===== config.mk =====
export PLATFORM = sky130hd
export DESIGN_NAME = mvt_acc
export DESIGN_NICKNAME = d
export VERILOG_FILES = /design/src/rtl/matrix_vector_transform_4x4_defines.svh /design/src/rtl/mvt_pkg.sv /design/src/rtl/mvt_acc.sv
export SDC_FILE = /design/constraint.sdc
export NUM_CORES = 2
export LEC_CHECK = 0
export BUFFER_PORTS_ARGS = -buffer_cell sky130_fd_sc_hd__buf_2
export CORE_AREA = 2 2 505 507
export DETAILED_ROUTE_END_ITERATION = 10
export DIE_AREA = 0 0 507 509
export GPL_ROUTABILITY_DRIVEN = 0
export PLACE_DENSITY_LB_ADDON = 0.12
export RECOVER_POWER = 50
export SYNTH_ARGS = -nofsm -noshare
export SYNTH_HDL_FRONTEND = slang
export SYNTH_SLANG_ARGS = --single-unit

===== constraint.sdc =====
create_clock -name clk -period 17.72 [get_ports clk]
set_input_delay 0 -clock clk [delete_from_list [all_inputs] [get_ports clk]]
set_output_delay 0 -clock clk [all_outputs]
set_load 0.1 [all_outputs]

===== src/rtl/matrix_vector_transform_4x4_defines.svh =====
// Assertion macros for the 4x4 matrix-vector transform
`ifndef MATRIX_VECTOR_TRANSFORM_4X4_DEFINES_SVH
`define MATRIX_VECTOR_TRANSFORM_4X4_DEFINES_SVH

`ifndef NO_ASSERTIONS
// same-cycle implication, clocked on clk, off during reset
`define MVT_ASSERT_IMP(name, ante, cons) \
    name: assert property (@(posedge clk) disable iff (!rst_n) (ante) |-> (cons)) \
        else $error("mvt assertion failed");
// implication with a fixed delay in cycles
`define MVT_ASSERT_DLY(name, ante, dly, cons) \
    name: assert property (@(posedge clk) disable iff (!rst_n) (ante) |-> ##dly (cons)) \
        else $error("mvt assertion failed");
`else
`define MVT_ASSERT_IMP(name, ante, cons)
`define MVT_ASSERT_DLY(name, ante, dly, cons)
`endif

`endif


===== src/rtl/mvt_pkg.sv =====
// Shared types and constants for the 4x4 matrix-vector transform
package mvt_pkg;

    localparam int FRAC_BITS = 16;
    localparam int DW        = 32;
    localparam int NROW      = 4;
    localparam int NCOL      = 4;
    localparam int NHALF     = 2;
    localparam int NREG      = 8;
    localparam int REGW      = 64;
    localparam int IDXW      = 3;
    localparam int PRODW     = 2 * DW;
    localparam int PAIRW     = PRODW + 1;
    localparam int SUMW      = PRODW + 3;
    localparam int SHW       = SUMW - FRAC_BITS;
    localparam int PIPE_LAT  = 4;

    typedef logic signed [DW-1:0]    q_t;
    typedef logic signed [PRODW-1:0] prod_t;
    typedef logic signed [PAIRW-1:0] pair_t;
    typedef logic signed [SUMW-1:0]  sum_t;
    typedef logic [REGW-1:0]         cfg_word_t;
    typedef logic [IDXW-1:0]         cfg_idx_t;

    typedef q_t    vec_t  [NCOL];
    typedef q_t    mat_t  [NROW][NCOL];
    typedef prod_t prod_mat_t [NROW][NCOL];
    typedef sum_t  sum_vec_t  [NROW];

    // register indexes
    localparam cfg_idx_t R0_C01 = 3'd0;
    localparam cfg_idx_t R0_C23 = 3'd1;
    localparam cfg_idx_t R1_C01 = 3'd2;
    localparam cfg_idx_t R1_C23 = 3'd3;
    localparam cfg_idx_t R2_C01 = 3'd4;
    localparam cfg_idx_t R2_C23 = 3'd5;
    localparam cfg_idx_t R3_C01 = 3'd6;
    localparam cfg_idx_t R3_C23 = 3'd7;

    localparam cfg_word_t ID_LO = 64'd65536;
    localparam cfg_word_t ID_HI = 64'd65536 << DW;

    localparam q_t SAT_MAX = {1'b0, {(DW-1){1'b1}}};
    localparam q_t SAT_MIN = {1'b1, {(DW-1){1'b0}}};

    localparam sum_t RND = sum_t'(1) << (FRAC_BITS - 1);

    // identity matrix at reset
    function automatic cfg_word_t reg_reset(input cfg_idx_t idx);
        cfg_word_t v;
        case (idx) inside
            R0_C01, R2_C23: v = ID_LO;
            R1_C01, R3_C23: v = ID_HI;
            default:        v = '0;
        endcase
        return v;
    endfunction

endpackage


===== src/rtl/mvt_acc.sv =====
// Stages 2 and 3: pairwise sums, then row sum plus rounding half-LSB
module mvt_acc
    import mvt_pkg::*;
(
    input  logic      clk,
    input  logic      rst_n,
    input  logic      prod_valid,
    input  prod_mat_t prod,
    output logic      sum_valid,
    output sum_vec_t  sum
);

    pair_t    pair_reg [NROW][NHALF];
    pair_t    pair_next [NROW][NHALF];
    sum_vec_t sum_reg;
    sum_vec_t sum_next;
    logic     pair_valid_reg;
    logic     sum_valid_reg;

    always_comb
    begin
        for (int r = 0; r < NROW; r++)
        begin
            for (int h = 0; h < NHALF; h++)
            begin
                pair_next[r][h] = pair_t'(prod[r][2*h]) + pair_t'(prod[r][2*h+1]);
            end
            sum_next[r] = sum_t'(pair_reg[r][0]) + sum_t'(pair_reg[r][1]) + RND;
        end
    end

    always_ff @(posedge clk or negedge rst_n)
    begin
        if (!rst_n)
        begin
            pair_valid_reg <= 1'b0;
            sum_valid_reg  <= 1'b0;
        end
        else
        begin
            pair_valid_reg <= prod_valid;
            sum_valid_reg  <= pair_valid_reg;
        end
    end

    always_ff @(posedge clk)
    begin
        if (prod_valid)
            pair_reg <= pair_next;
        if (pair_valid_reg)
            sum_reg <= sum_next;
    end

    assign sum_valid = sum_valid_reg;
    assign sum       = sum_reg;

endmodule


==> metrics <==
fin area between 90000 and 100000 µm²; final cell count without fillers between 10000 and 15000; FILL cells about 26000; syn_area_per_cell ~9.4 µm²; initial DRC count about 5500; Max Freq around 100 MHz; synth unique cells 96; most frequent standard cell in the layout excluding fill and tap cells dlygate4sd3_1; total grt overflow 0; Pleak around 0.041 µW; total setup buffers inserted after CTS 0; switching power of the nets ~6500 µW; XOR/XNOR share of the synthesized area under 10%; Area Overhead vs Synth 36.1%; min-delay worst type input pin to register; Avg Vias per Cell around 5.2; H-tree depth 3; Die W 507 µm; cell taking the most area after synthesis edfxtp_1; Initial Util 27.9%; critical path arrival around 10000 ps; P_int ~6400 µW; period utilization a little over half; Routed WL about 320000 µm; Post-synth ARST share less than 1%; Root Buffer clkbuf_16; switching part of the total power roughly half; # port buffers roughly 1300; final net count 11900; clock sink total just under 800; initial antenna violation count 71; Antenna Nets Post-Route 0; total track usage between 20% and 30%; main flop type after synthesis edfxtp_1; synthesized cell area about 70000 µm²; vias in the first global route around 70000; main combinational cell family by area after synthesis compound AO/OA/AOI/OAI gates; register bit total from synthesis ~800; CP required between 15000 and 20000 ps; share of the synthesized area in the top cell type between 30% and 40%; CTS Buf Count between 100 and 150; Setup Skew approximately 48 ps; share of post-route cells with drive strength above 1 between 10% and 20%; post-synthesis mux area share 0%; Clock Tree Buf Depth 3; Final Hold Fails 0; Most Crowded Layer GR met2; pwr dens 134 nW/µm²; Reg power frac roughly 25%; Clock Latency Late Sink between 700 and 800 ps; die height approximately 500 µm; Gate power share 57.5%; critical path startpoint category input pin; CTS tree built; Synth Warn # 0; MaxCap Viol Count 35; first-pass GRT wire length about 450000 µm; worst vdd ir ~0.11 mV; failing checks max-capacitance violations, max-slew violations; core box area between 200000 and 300000 µm²; adder-cell area share of the yosys netlist 18.7%; CTS clk-pin slew, worst paths 60 ps; Synth Area in Simple Gates between 10% and 20%; crit end category register; Placement Cell Area 80200 µm²; DR pass1 iterations 6; run status finished with violations; most frequent cells in the layout dlygate4sd3_1 (1232), ha_1 (1032), buf_2 (1012); Worst-Margin Slew around 3700 ps; critical path peak fanout between 70 and 80; Slew HR -147%; minimum clock period between 9000 and 10000 ps; Clk pwr share between 15 and 20%; largest net degree at the start of global routing 73; Setup CP Type input pin to register; max FFs per register 520; RSZ-0062 raised after global routing no; syn nets between 9000 and 10000; sequential-to-total area share from yosys stat between 30% and 40%; DP HPWL between 200000 and 300000 µm; EDFF count, synth 788; DR DRC count 0; DR WL/cell 23.9 µm; Inst Count DP about 12000; met3 Track Usage GR between 4 and 5%; cell count after synthesis roughly 7500; Final Setup Violations 0; Synth Area in Compound Gates between 20% and 30%; num rows 185; setup TNS 0 ps; M1 GR Usage ~30%; met2 Resource Use GR a little under two fifths; die area between 200000 and 300000 µm²; Slew Limit Fails 560; total number of vias roughly 70000; main area contributors after synthesis edfxtp_1 (34%), ha_1 (18%), a21oi_1 (6.1%); I/O pin total about 1300
-- cell families after synthesis --
logic type / Yosys count
compound gates: 2587
xor+xnor: 732
fa+ha+maj: 1044
buf+inv: 507
flops: 790
simple gates: 1805
-- stage by stage --
step	power [µW]	util, %	hold slack (ps)	setup slack [ps]
floorplan	8170	-	-296	11260
global placement	10200	31.7	-214	12370
detailed placement	10200	31.7	-214	12330
CTS	13000	38.1	0.111	12310
global route	13500	37.9	28.3	7280
finish	12900	38.0	65.8	8020
-- synth_stat cells (all sizes together), types with 21 or more instances --
| master | n |
|---|---|
| inv | 221 |
| nor2b | 96 |
| o21ai | 464 |
| nor3 | 102 |
| o211ai | 50 |
| nor2 | 414 |
| a21boi | 30 |
| xor2 | 290 |
| a31oi | 102 |
| a21o | 461 |
| o31ai | 51 |
| nand2b | 85 |
| or2 | 24 |
| and3 | 50 |
| a21oi | 858 |
| a221o | 21 |
| ha | 1032 |
| nor4 | 27 |
| xnor2 | 442 |
| o21bai | 135 |
| a211oi | 89 |
| edfxtp | 788 |
| nand3 | 126 |
| nand4 | 220 |
| and2 | 35 |
| o21a | 91 |
| nand2 | 550 |
| or3 | 21 |
| clkbuf | 277 |
-- cell type report --
| type | count | area (µm²) | share of cell area, % |
|---|---|---|---|
| Inverter | 221 | 830 | 0.865 |
| Tap cell | 3366 | 4210 | 4.39 |
| Sequential cell | 790 | 23700 | 24.7 |
| Timing Repair Buffer | 2545 | 18600 | 19.3 |
| Multi-Input combinational cell | 6168 | 44800 | 46.7 |
| Antenna cell | 36 | 90.1 | 0.0939 |
| Clock buffer | 116 | 2690 | 2.80 |
| Clock inverter | 73 | 1020 | 1.06 |
-- repair_timing --
action	4_1_cts	5_1_grt
gates resized for setup	0	0
hold buffers	1232	0
hold endpoints to repair	557	0
-- critical path: stages --
cell	delay, ps
dlygate4sd3_1	520
clkbuf_1	2530
clkbuf_1	2440
clkbuf_1	2520
buf_4	890
buf_4	800
-- final timing paths --
kind	slack, ps	depth (start not counted)	from	to
max	8020	6	prod_valid	pair_reg[341]$_DFFE_PP_
min	70	3	prod[894]	pair_reg[452]$_DFFE_PP_
max reg2reg	11170	3	pair_valid_reg$_DFF_PN0_	sum[37]$_DFFE_PP_
min reg2reg	540	1	pair_reg[455]$_DFFE_PP_	sum[201]$_DFFE_PP_
max in group asynchronous	17480	3	rst_n	pair_valid_reg$_DFF_PN0_
min in group asynchronous	120	3	rst_n	sum_valid$_DFF_PN0_
-- power by group through the flow --
| stage | logic [µW] | clock network (µW) | registers (µW) |
|---|---|---|---|
| floorplan | 2920 | 0 | 5250 |
| global placement | 6990 | 0 | 3190 |
| detailed placement | 6980 | 0 | 3180 |
| CTS | 7450 | 2400 | 3150 |
| global route | 7880 | 2460 | 3200 |
| finish | 7390 | 2310 | 3160 |
-- routing by layer --
metal  up-vias  part of all wire [%]
met1     33300                    42
li1      33000                     -
met5         -                  0.11
met3       567                   7.5
met4        56                   5.2
met2      2711                    45
Note: power is estimated with default switching activity, not from simulation.
