### src/rtl/matrix_vector_transform_4x4_defines.svh
// Assertion macros for the 4x4 matrix-vector transform
`ifndef MATRIX_VECTOR_TRANSFORM_4X4_DEFINES_SVH
`define MATRIX_VECTOR_TRANSFORM_4X4_DEFINES_SVH

`ifndef NO_ASSERTIONS
// same-cycle implication, clocked on clk, off during reset
`define MVT_ASSERT_IMP(name, ante, cons) \
    name: assert property (@(posedge clk) disable iff (!rst_n) (ante) |-> (cons)) \
        else $error("mvt assertion failed");
// implication with a fixed delay in cycles
`define MVT_ASSERT_DLY(name, ante, dly, cons) \
    name: assert property (@(posedge clk) disable iff (!rst_n) (ante) |-> ##dly (cons)) \
        else $error("mvt assertion failed");
`else
`define MVT_ASSERT_IMP(name, ante, cons)
`define MVT_ASSERT_DLY(name, ante, dly, cons)
`endif

`endif

### src/rtl/mvt_pkg.sv
// Shared types and constants for the 4x4 matrix-vector transform
package mvt_pkg;

    localparam int FRAC_BITS = 16;
    localparam int DW        = 32;
    localparam int NROW      = 4;
    localparam int NCOL      = 4;
    localparam int NHALF     = 2;
    localparam int NREG      = 8;
    localparam int REGW      = 64;
    localparam int IDXW      = 3;
    localparam int PRODW     = 2 * DW;
    localparam int PAIRW     = PRODW + 1;
    localparam int SUMW      = PRODW + 3;
    localparam int SHW       = SUMW - FRAC_BITS;
    localparam int PIPE_LAT  = 4;

    typedef logic signed [DW-1:0]    q_t;
    typedef logic signed [PRODW-1:0] prod_t;
    typedef logic signed [PAIRW-1:0] pair_t;
    typedef logic signed [SUMW-1:0]  sum_t;
    typedef logic [REGW-1:0]         cfg_word_t;
    typedef logic [IDXW-1:0]         cfg_idx_t;

    typedef q_t    vec_t  [NCOL];
    typedef q_t    mat_t  [NROW][NCOL];
    typedef prod_t prod_mat_t [NROW][NCOL];
    typedef sum_t  sum_vec_t  [NROW];

    // register indexes
    localparam cfg_idx_t R0_C01 = 3'd0;
    localparam cfg_idx_t R0_C23 = 3'd1;
    localparam cfg_idx_t R1_C01 = 3'd2;
    localparam cfg_idx_t R1_C23 = 3'd3;
    localparam cfg_idx_t R2_C01 = 3'd4;
    localparam cfg_idx_t R2_C23 = 3'd5;
    localparam cfg_idx_t R3_C01 = 3'd6;
    localparam cfg_idx_t R3_C23 = 3'd7;

    localparam cfg_word_t ID_LO = 64'd65536;
    localparam cfg_word_t ID_HI = 64'd65536 << DW;

    localparam q_t SAT_MAX = {1'b0, {(DW-1){1'b1}}};
    localparam q_t SAT_MIN = {1'b1, {(DW-1){1'b0}}};

    localparam sum_t RND = sum_t'(1) << (FRAC_BITS - 1);

    // identity matrix at reset
    function automatic cfg_word_t reg_reset(input cfg_idx_t idx);
        cfg_word_t v;
        case (idx) inside
            R0_C01, R2_C23: v = ID_LO;
            R1_C01, R3_C23: v = ID_HI;
            default:        v = '0;
        endcase
        return v;
    endfunction

endpackage

### src/rtl/mvt_sat.sv
// Stage 4: drop fraction bits, saturate to 32 bits, register the result
module mvt_sat
    import mvt_pkg::*;
(
    input  logic     clk,
    input  logic     rst_n,
    input  logic     sum_valid,
    input  sum_vec_t sum,
    output logic     res_valid,
    output vec_t     res,
    output logic     res_sat
);

    logic [SHW-1:0]  sh   [NROW];
    logic [SHW-DW:0] top  [NROW];
    logic [NROW-1:0] ovf;
    vec_t            res_next;
    vec_t            res_reg;
    logic            sat_reg;
    logic            valid_reg;

    always_comb
    begin
        for (int r = 0; r < NROW; r++)
        begin
            sh[r]  = sum[r][SUMW-1:FRAC_BITS];
            // bits above the result's sign must all copy it
            top[r] = sh[r][SHW-1:DW-1];
            ovf[r] = !((&top[r]) || !(|top[r]));
            if (ovf[r])
                res_next[r] = sh[r][SHW-1] ? SAT_MIN : SAT_MAX;
            else
                res_next[r] = sh[r][DW-1:0];
        end
    end

    always_ff @(posedge clk or negedge rst_n)
    begin
        if (!rst_n)
            valid_reg <= 1'b0;
        else
            valid_reg <= sum_valid;
    end

    always_ff @(posedge clk)
    begin
        if (sum_valid)
        begin
            res_reg <= res_next;
            sat_reg <= |ovf;
        end
    end

    assign res_valid = valid_reg;
    assign res       = res_reg;
    assign res_sat   = sat_reg;

endmodule

### config.mk
export PLATFORM = sky130hd
export DESIGN_NAME = mvt_sat
export DESIGN_NICKNAME = d
export VERILOG_FILES = /design/src/rtl/matrix_vector_transform_4x4_defines.svh /design/src/rtl/mvt_pkg.sv /design/src/rtl/mvt_sat.sv
export SDC_FILE = /design/constraint.sdc
export NUM_CORES = 1
export LEC_CHECK = 0
export BUFFER_PORTS_ARGS = -buffer_cell sky130_fd_sc_hd__buf_2
export CAP_MARGIN = 20
export CORE_AREA = 4 4 152 154
export CTS_CLUSTER_DIAMETER = 200
export DETAILED_ROUTE_END_ITERATION = 7
export DIE_AREA = 0 0 156 158
export SLEW_MARGIN = 10
export SYNTH_ARGS = -nofsm -noshare
export SYNTH_HDL_FRONTEND = slang
export SYNTH_SLANG_ARGS = --single-unit
### constraint.sdc
create_clock -name clk -period 0.8 [get_ports clk]
set_clock_uncertainty 0.15 [all_clocks]
set_input_delay 0.24 -clock clk [delete_from_list [all_inputs] [get_ports clk]]
set_output_delay 0.24 -clock clk [all_outputs]
set_load 0.01 [all_outputs]
==> results of run 1 <==
-- metal layers --
| metal | GRT usage (%) | vias up | share of wire, % |
|---|---|---|---|
| met1 | 16.2 | 2365 | 39 |
| met3 | 4.21 | 13 | 7.0 |
| met5 | 0 | - | 0 |
| li1 | - | 2441 | - |
| met2 | 26.3 | 204 | 53 |
| met4 | 4.75 | 0 | 1.3 |
-- worst max path at each step --
stage | start | endpoint | slack (ns)
floorplan | sum[114] | res_sat | -1.03
global placement | sum[126] | res_sat | -1.43
detailed placement | sum[126] | res_sat | -1.46
CTS | sum[264] | res_sat | -0.76
global route | sum[263] | res_sat | -0.84
finish | sum[122] | res_sat | -0.81
-- worst max-delay path, stage by stage --
cell and delay, ns:
buf_2 0.11, nand4_1 0.20, or3_4 0.39, o22a_4 0.20
or4_4 0.46
-- power groups by stage --
stage | clock network (W) | logic (W) | registers [W]
after floorplan | 0 | 0.000391 | 0.00866
after global placement | 0 | 0.00211 | 0.00833
after detailed placement | 0 | 0.00212 | 0.00835
after CTS | 0.00792 | 0.00248 | 0.00821
after global routing | 0.00828 | 0.00294 | 0.00825
final | 0.00771 | 0.00272 | 0.00820
-- synthesized netlist by cell type (all sizes together) --
cell type / number / area, µm²
o21ai: 124 / 621
nand2: 4 / 15.0
clkbuf: 28 / 105
edfxtp: 129 / 3870
o221ai: 4 / 35.0
nor4: 20 / 125
or3: 4 / 30.0
nand4: 20 / 125
nand3: 4 / 20.0
inv: 128 / 480
or4: 1 / 11.3
dfrtp: 1 / 25.0
o22a: 4 / 43.8
or2: 4 / 25.0
-- per-stage QoR --
| step | util (%) | setup WS [ns] | TNS (ns) |
|---|---|---|---|
| after floorplan | - | -1.03 | -101.04 |
| after global placement | 36.5 | -1.43 | -200.68 |
| after detailed placement | 36.5 | -1.46 | -205.64 |
| after CTS | 42.5 | -0.760 | -150.27 |
| after global routing | 45.0 | -0.841 | -166.68 |
| final | 45.0 | -0.807 | -155.32 |
-- cells by family after synthesis --
logic type             after synthesis  synth area share, %
buffers and inverters              156                 10.6
and+or+nand+nor                     57                 6.35
AOI/OAI and AO/OA                  132                 12.6
DFF                                130                 70.4
-- repair_timing --
item	CTS	global route
endpoints found under the setup margin	255	255
cloned	7	3
gates resized for setup	165	119
pin swaps	36	19
buffers inserted	3	2
hold endpoints to repair	90	31
-- area by class of cell --
class | instances | area, µm² | share of cell area, %
antenna | 1 | 2.50 | 0.0257
clock buffer | 17 | 425 | 4.36
clock inverter | 15 | 156 | 1.60
inverter | 128 | 480 | 4.93
multi-input combinational | 189 | 1790 | 18.3
sequential | 130 | 3900 | 40.0
tap | 280 | 350 | 3.59
timing repair buffer | 394 | 2650 | 27.2
==> reports/qor.txt, run 1 <==
Seq pwr share: 44.0%
Hold Fails Final Rpt: 5
Core Area: 21700 µm²
largest net degree at the start of global routing: 33
Nets: 1131
fillers: 2062
Max rail drop VDD: 1190 µV
# rows: 54
number of global-route vias before repair: 5149
maximum clock frequency: 622 MHz
Placed Instances: 1110
I/O pin count: 401
crit share post-route: 201%
final instance area: 9750 µm²
Synth Cell Area: 5540 µm²
crit path max fanout: 2
grt ovf: 0
Area Growth Syn to Fin: 76.2%
Slew Limit Fails: 0
register area share after synthesis: 70.4%
outcome: finished with violations
Yosys reg bits: 130
crit path capture type: flip-flop
Arrival @ worst endpoint: 1.60 ns
initial antenna violation count: 0
failing checks: hold timing, setup timing
internal power: 0.0140 W
CTS tree: done
initial detailed-routing violation count: 273
Vias/cell: 4.35
PD cells: 1910 nW/µm²
placed cell area: 7910 µm²
Cells after Synth: 475
Worst-Margin Slew: 0.517 ns
CTS Buffer Depth: 2
RSZ-0062 raised after global routing: yes
clk slew on worst S/H paths: 0.07 ns
Tot Pwr: 0.0186 W
residual DRC count: 0
GP Congestion: 0.806
max FFs per register: 128
share of cells above drive strength 1: 64.7%
max-cap violations: 0
Startpoint Class: primary input
H-tree depth: 4
most frequent cells in the layout: buf_2 (289), edfxtp_1 (129), inv_1 (128)
first-pass GRT wire length: 27400 µm
die width: 156 µm
Hold Path Class: in2async
routed wire length: 19400 µm
Logic pwr share: 14.6%
Final ANT Viol Nets: 0
setup ws final: -0.807 ns
die outline height: 158 µm
Hold-fix buffers, CTS: 1
commonest non-fill, non-tap cell in the layout: buf_2
hpwl dp: 13400 µm
Yosys warnings: 0
CTS root buf: clkbuf_16
hold_ws: -0.0171 ns
non-filler instance count after layout: 1154
DR pass1 iterations: 4
Avg Cell Area, Syn: 11.7 µm²
Tmin final: 1.61 ns
Setup violations, final: 255
via count: 5023
switching power: 0.00463 W
CP required: 0.80 ns
clock share of power: 41.4%
routed wire length per instance: 16.8 µm
switching share of power: 24.8%
full die area: 24600 µm²
starting density of the core: 25.5%
syn nets: 746
Crit Path Class: in2reg
Slew headroom: 65.5%
GRT Total Usage: 14.4%
number of CTS-inserted buffers: 17
Leak Pwr: 4.36 nW
port bufs: 336
synth unique cells: 16
clock sinks: 130
Note: power is estimated with default switching activity, not from simulation.
==> inputs of run 2 (changes only) <==
Settings changed: SETUP_SLACK_MARGIN from default to 0.3.
==> run 2 against run 1 <==
Net effect: the flow still finishes with violations (hold timing, setup timing); combinational power increased by 13%; die area unchanged; setup slack improved by 0.0029 ns; final area increased by 6.3%; routed wire length increased by 4.2%; via count increased by 3.2%; clock-buffer cell count unchanged; non-clock buffer count increased by 29.
==> reports/qor.txt, run 2 (synthesis gave the netlist of run 1 again) <==
outcome: finished with violations
failing checks: hold timing, setup timing
Vias/cell: 4.38 (+0.71%)
setup ws final: -0.804 ns (+0.00293 ns)
Slowest cell on crit path: or4_4
Slew Limit Fails: 0 (unchanged)
Final ANT Viol Nets: 0 (unchanged)
largest net degree at the start of global routing: 32 (-3.0%)
share of cells above drive strength 1: 64.6% (-0.085 points)
DR pass1 iterations: 4 (unchanged)
Final Core Density: 47.8% (+2.8 points)
switching power: 0.00469 W (+1.4%)
PD cells: 1830 nW/µm² (-4.2%)
Hold Fails Final Rpt: 3 (-2)
Setup TNS: -156.39 ns (-1.07 ns)
crit-path max cell delay: 0.52 ns (+0.06 ns)
max-cap violations: 0 (unchanged)
# rows: 54 (unchanged)
Max rail drop VDD: 1220 µV (+2.5%)
Hold-fix buffers, CTS: 1 (unchanged)
CTS Buffer Depth: 2 (unchanged)
pre-CTS setup slack: -1.46 ns (unchanged)
starting density of the core: 25.5% (unchanged)
port bufs: 336 (unchanged)
initial antenna violation count: 0 (unchanged)
CTS root buf: clkbuf_16
GRT Total Usage: 15.5% (+1.1 points)
hpwl dp: 13400 µm (unchanged)
worst path cell trace: buf_6 > nor4_4 > nand3_2 > o22a_4 > or4_4
maximum clock frequency: 624 MHz (+0.18%)
hold_ws: -0.0158 ns (+0.00126 ns)
initial detailed-routing violation count: 202 (-26%)
H-tree depth: 4 (unchanged)
Core Area: 21700 µm² (unchanged)
residual DRC count: 0 (unchanged)
Leak Pwr: 4.67 nW (+7.1%)
via count: 5186 (+3.2%)
routed wire length: 20200 µm (+4.2%)
switching share of power: 24.7% (-0.14 points)
Slew headroom: 65.4% (-0.070 points)
CP required: 0.80 ns (about the same)
CTS tree: done
Setup violations, final: 255 (unchanged)
grt ovf: 0 (unchanged)
crit share post-route: 200% (-0.37 points)
die outline height: 158 µm (unchanged)
most frequent cells in the layout: buf_2 (293), edfxtp_1 (129), inv_1 (128)
RSZ-0062 raised after global routing: yes
routed wire length per instance: 17.1 µm (+1.6%)
commonest non-fill, non-tap cell in the layout: buf_2
clock sinks: 130 (unchanged)
Startpoint Class: primary input
clock share of power: 40.6% (-0.8 points)
I/O pin count: 401 (unchanged)
GP Congestion: 0.806 (unchanged)
Nets: 1160 (+2.6%)
Worst-Margin Slew: 0.518 ns (+0.00105 ns)
number of CTS-inserted buffers: 17 (unchanged)
first-pass GRT wire length: 29100 µm (+6.2%)
Tmin final: 1.60 ns (-0.00293 ns)
crit path capture type: flip-flop
Hold Path Class: in2async
internal power: 0.0143 W (+2.1%)
crit path max fanout: 2 (unchanged)
clk slew on worst S/H paths: 0.06 ns (about the same)
Crit Path Class: in2reg
die width: 156 µm (unchanged)
Seq pwr share: 43.2% (-0.8 points)
Logic pwr share: 16.2% (+1.6 points)
number of global-route vias before repair: 5359 (+4.1%)
Area Growth Syn to Fin: 87.4%
full die area: 24600 µm² (unchanged)
max FFs per register: 128 (unchanged)
Arrival @ worst endpoint: 1.60 ns (about the same)
[run 2: changes by cell type in the layout (fill, tap and decap cells not counted), sizes merged]
| cell | previous run | this run |
|---|---|---|
| buf | 391 | 421 |
| clkbuf | 19 | 18 |
[run 2: critical path, delay by kind of cell]
kind	cells	cell delay [ns]
compound gates	1	0.27
buf+inv	1	0.10
simple gates	3	0.98
[run 2: stage by stage]
step | total power (W) | hold slack, ns | area [µm²] | instances
2_1_floorplan | 0.00905 | -0.206 | 5650 | 475
3_3_place_gp | 0.0104 | -0.136 | 7910 | 1110
3_5_place_dp | 0.0105 | -0.134 | 7910 | 1110
4_1_cts | 0.0190 | -0.0470 | 9960 | 1181
5_1_grt | 0.0198 | -0.0312 | 10400 | 1182
6_report | 0.0190 | -0.0158 | 10400 | 1183
[run 2: cell type report]
type | instances | area [µm²]
Fill cell | 1978 | 11300
Sequential cell | 130 | 3900
Timing Repair Buffer | 423 | 3290
Multi-Input combinational cell | 189 | 1760
Inverter | 128 | 480
Clock buffer | 17 | 425
Tap cell | 280 | 350
Clock inverter | 15 | 156
Antenna cell | 1 | 2.50
[run 2: worst max path at each step]
stage / end / start
floorplan: res_sat / sum[114]
finish: res_sat / sum[260]
detailed placement: res_sat / sum[126]
global route: res_sat / sum[252]
global placement: res_sat / sum[126]
CTS: res_sat / sum[252]
[run 2: power by group through the flow]
stage          Sequential [W]  Clock (W)  Combinational, W
2_1_floorplan         0.00866          0          0.000391
3_3_place_gp          0.00833          0           0.00211
3_5_place_dp          0.00835          0           0.00212
4_1_cts               0.00821    0.00792           0.00291
5_1_grt               0.00825    0.00828           0.00332
6_report              0.00820    0.00770           0.00308
[run 2: timing repair]
item / CTS / global route
endpoints found under the hold margin: 94 / 31
setup endpoints to repair: 382 / 380
cloned: 19 / 1
setup buffers: 19 / 0
pin swaps: 33 / 12
resized for setup: 220 / 99
[run 2: per-layer routing]
metal | share of wire, % | vias to the layer above | GRT usage [%]
met5 | 0 | - | 0
met2 | 53 | 211 | 28.7
met1 | 38 | 2452 | 17.2
li1 | - | 2507 | -
met4 | 1.5 | 0 | 5.13
met3 | 7.2 | 16 | 4.35
==> inputs of run 3 (changes only) <==
Settings changed: ABC_AREA from default to 1, CORE_AREA 4 4 152 154 to 4 4 154 156, DIE_AREA 0 0 156 158 to 0 0 158 160.
==> run 3 against run 2 <==
Net effect: the flow still finishes with violations (hold timing, setup timing); die area rose by 2.6%; non-clock buffer count rose by 30; area after synthesis grew 3.4%; sequential share of layout area down 2.9 points; fmax rose by 16%; worst hold slack lost 0.12 ns; critical path depth down 4; setup slack improved by 0.22 ns; combinational power grew 5%; sequential power is essentially flat; synthesized cell count increased by 14%; utilization grew 2.4 points.
==> reports/qor.txt, run 3 <==
critical path depth: 1 (-4)
Tot Pwr: 0.0195 W (+2.7%)
placed cell area: 7920 µm² (+0.19%)
die outline height: 160 µm (+1.3%)
Crit Path Class: reg2out
max FFs per register: 128 (unchanged)
cell with the most instances after synthesis: nand2_1
Setup TNS: -119.24 ns (+37.15 ns)
asr flop ratio synth: 0.769% (unchanged)
Vias/cell: 4.33 (-1.3%)
Slew Limit Fails: 0 (unchanged)
port bufs: 336 (unchanged)
internal power: 0.0148 W (+3.6%)
Slew headroom: 85.2% (+20 points)
largest area contributor in the netlist: edfxtp_1
I/O pin count: 401 (unchanged)
syn nets: 814 (+9.1%)
max-cap violations: 0 (unchanged)
routed wire length per instance: 16.5 µm (-3.8%)
die width: 158 µm (+1.3%)
Main synth FF type: edfxtp_1
synth unique cells: 20 (+4)
Max rail drop VDD: 1150 µV (-5.1%)
starting density of the core: 25.6% (+0.067 points)
Final ANT Viol Nets: 0 (unchanged)
Hold Fails Final Rpt: 106 (+103)
RSZ-0062 raised after global routing: yes
Yosys warnings: 0 (unchanged)
crit share post-route: 172% (-28 points)
Synth Cell Area: 5720 µm² (+3.4%)
Synth Area in XOR/XNOR: 0% (unchanged)
largest net degree at the start of global routing: 20 (-38%)
Worst Path Buf+Inv: 1 (unchanged)
initial detailed-routing violation count: 198 (-2.0%)
Seq pwr share: 42.1% (-1.1 points)
CTS Buffer Depth: 2 (unchanged)
crit path max fanout: 1 (-1)
final instance area: 11200 µm² (+8.4%)
Nets: 1259 (+8.5%)
grt ovf: 0 (unchanged)
routed wire length: 21200 µm (+4.6%)
first-pass GRT wire length: 30500 µm (+5.1%)
Logic pwr share: 16.6% (+0.4 points)
CP delay by family, top: flip-flops
hold_ws: -0.137 ns (-0.121 ns)
number of synthesized flops with an enable pin: 129 (unchanged)
Area Growth Syn to Fin: 96.5%
worst path cell trace: buf_2
top-area cell type share of the netlist area: 67.7% (-2.3 points)
via count: 5566 (+7.3%)
GP Congestion: 0.807 (+0.15%)
most frequent cells in the layout: buf_2 (298), edfxtp_1 (129), nand2_1 (128)
antenna fix cells: 0 (-1)
Hold Path Class: in2reg
PD cells: 1730 nW/µm² (-5.2%)
register area share after synthesis: 68.1% (-2.3 points)
initial antenna violation count: 1 (+1)
GRT Total Usage: 15.8% (+0.27 points)
switching power: 0.00470 W (+0.16%)
Avg Cell Area, Syn: 10.5 µm² (-9.6%)
Tmin final: 1.38 ns (-0.225 ns)
Worst-Margin Slew: 0.221 ns (-0.297 ns)
Leak Pwr: 5.05 nW (+8.1%)
Core Area: 22400 µm² (+3.1%)
mux share of post-synthesis cell area: 0% (unchanged)
clock share of power: 41.3% (+0.7 points)
Setup violations, final: 255 (unchanged)
share of cells above drive strength 1: 68.3% (+3.7 points)
failing checks: hold timing, setup timing
commonest non-fill, non-tap cell in the layout: buf_2
Multi-input gate area: 2380 µm² (+35%)
setup ws final: -0.579 ns (+0.225 ns)
Yosys reg bits: 130 (unchanged)
clock sinks: 130 (unchanged)
residual DRC count: 0 (unchanged)
Slowest cell on crit path: edfxtp_1
crit-path max cell delay: 0.42 ns (-0.10 ns)
hold depth: 1
# rows: 55 (+1.9%)
Cells after Synth: 543 (+14%)
CP required: 0.41 ns (-0.39 ns)
pre-CTS setup slack: -0.881 ns (+0.576 ns)
maximum clock frequency: 725 MHz (+16%)
Hold-fix buffers, CTS: 1 (unchanged)
Sequential cell area: 3900 µm² (unchanged)
number of CTS-inserted buffers: 17 (unchanged)
main combinational cell family by area after synthesis: simple AND/OR/NAND/NOR gates
hpwl dp: 13600 µm (+1.4%)
top post-synthesis cells by area: edfxtp_1 (68%), nand2_1 (19%), nor2_1 (3.9%), buf_6 (3.5%), nand4_1 (1.3%)
Synth Area in Adders: 0% (unchanged)
H-tree depth: 4 (unchanged)
crit path capture type: output pin
Synth Area in Simple Gates: 27.1% (+21 points)
outcome: finished with violations
fillers: 1948 (-1.5%)
CTS tree: done
CTS root buf: clkbuf_16
Compound-Gate Fraction of Synth Area: 0% (-13 points)
number of global-route vias before repair: 5631 (+5.1%)
clk slew on worst S/H paths: 0.06 ns (about the same)
Arrival @ worst endpoint: 0.99 ns (-0.61 ns)
Startpoint Class: flip-flop
top cells by count, synth: nand2_1 (292), edfxtp_1 (129), nor2_1 (59)
switching share of power: 24.1% (-0.62 points)
DR pass1 iterations: 5 (+1)
full die area: 25300 µm² (+2.6%)
==> run 3: cells by family after synthesis <==
group	count (synthesis)
and+or+nand+nor	383
DFF	130
buffers and inverters	30
==> run 3: final cells by class <==
type                       count  share of cell area (%)
clock buffer                  18                    3.82
clock inverter                14                    1.58
inverter                       2                  0.0668
multi-input combinational    384                    21.2
sequential                   130                    34.7
tap                          285                    3.17
timing repair buffer         453                    35.5
==> run 3: layer usage <==
| layer | up-vias | track usage [%] | share of wire, % |
|---|---|---|---|
| met5 | - | 0 | 0.061 |
| met1 | 2620 | 17.6 | 37 |
| met2 | 214 | 28.5 | 54 |
| met4 | 2 | 5.70 | 2.1 |
| met3 | 35 | 4.36 | 6.9 |
| li1 | 2695 | - | - |
==> run 3: stage by stage <==
stage	hold WS, ns	utilization [%]	instances
6_report	-0.137	50.3	1286
5_1_grt	-0.162	50.3	1286
4_1_cts	-0.163	47.0	1279
3_5_place_dp	-0.114	35.4	1167
3_3_place_gp	-0.115	35.4	1167
2_1_floorplan	-0.206	-	543
==> run 3: worst paths after layout <==
path	from	end	slack (ns)
worst min-delay path	sum[200]	res[95]	-0.14
max in group asynchronous	rst_n	res_valid	0.40
min in group asynchronous	rst_n	res_valid	0
worst max-delay path	res[27]	res[27]	-0.58
==> run 3: power by group through the flow <==
stage / registers [W] / logic (W) / clock network (W)
finish: 0.00822 / 0.00324 / 0.00805
global route: 0.00826 / 0.00346 / 0.00859
CTS: 0.00822 / 0.00298 / 0.00825
detailed placement: 0.00835 / 0.00206 / 0
global placement: 0.00834 / 0.00204 / 0
floorplan: 0.00867 / 0.000351 / 0
==> run 3: timing repair <==
item                                   in CTS  in global routing
setup buffers                              43                  7
setup endpoints to repair                 382                379
pin swaps                                  46                 65
gates cloned                               36                  0
resized for setup                         225                174
endpoints found under the hold margin     126                115
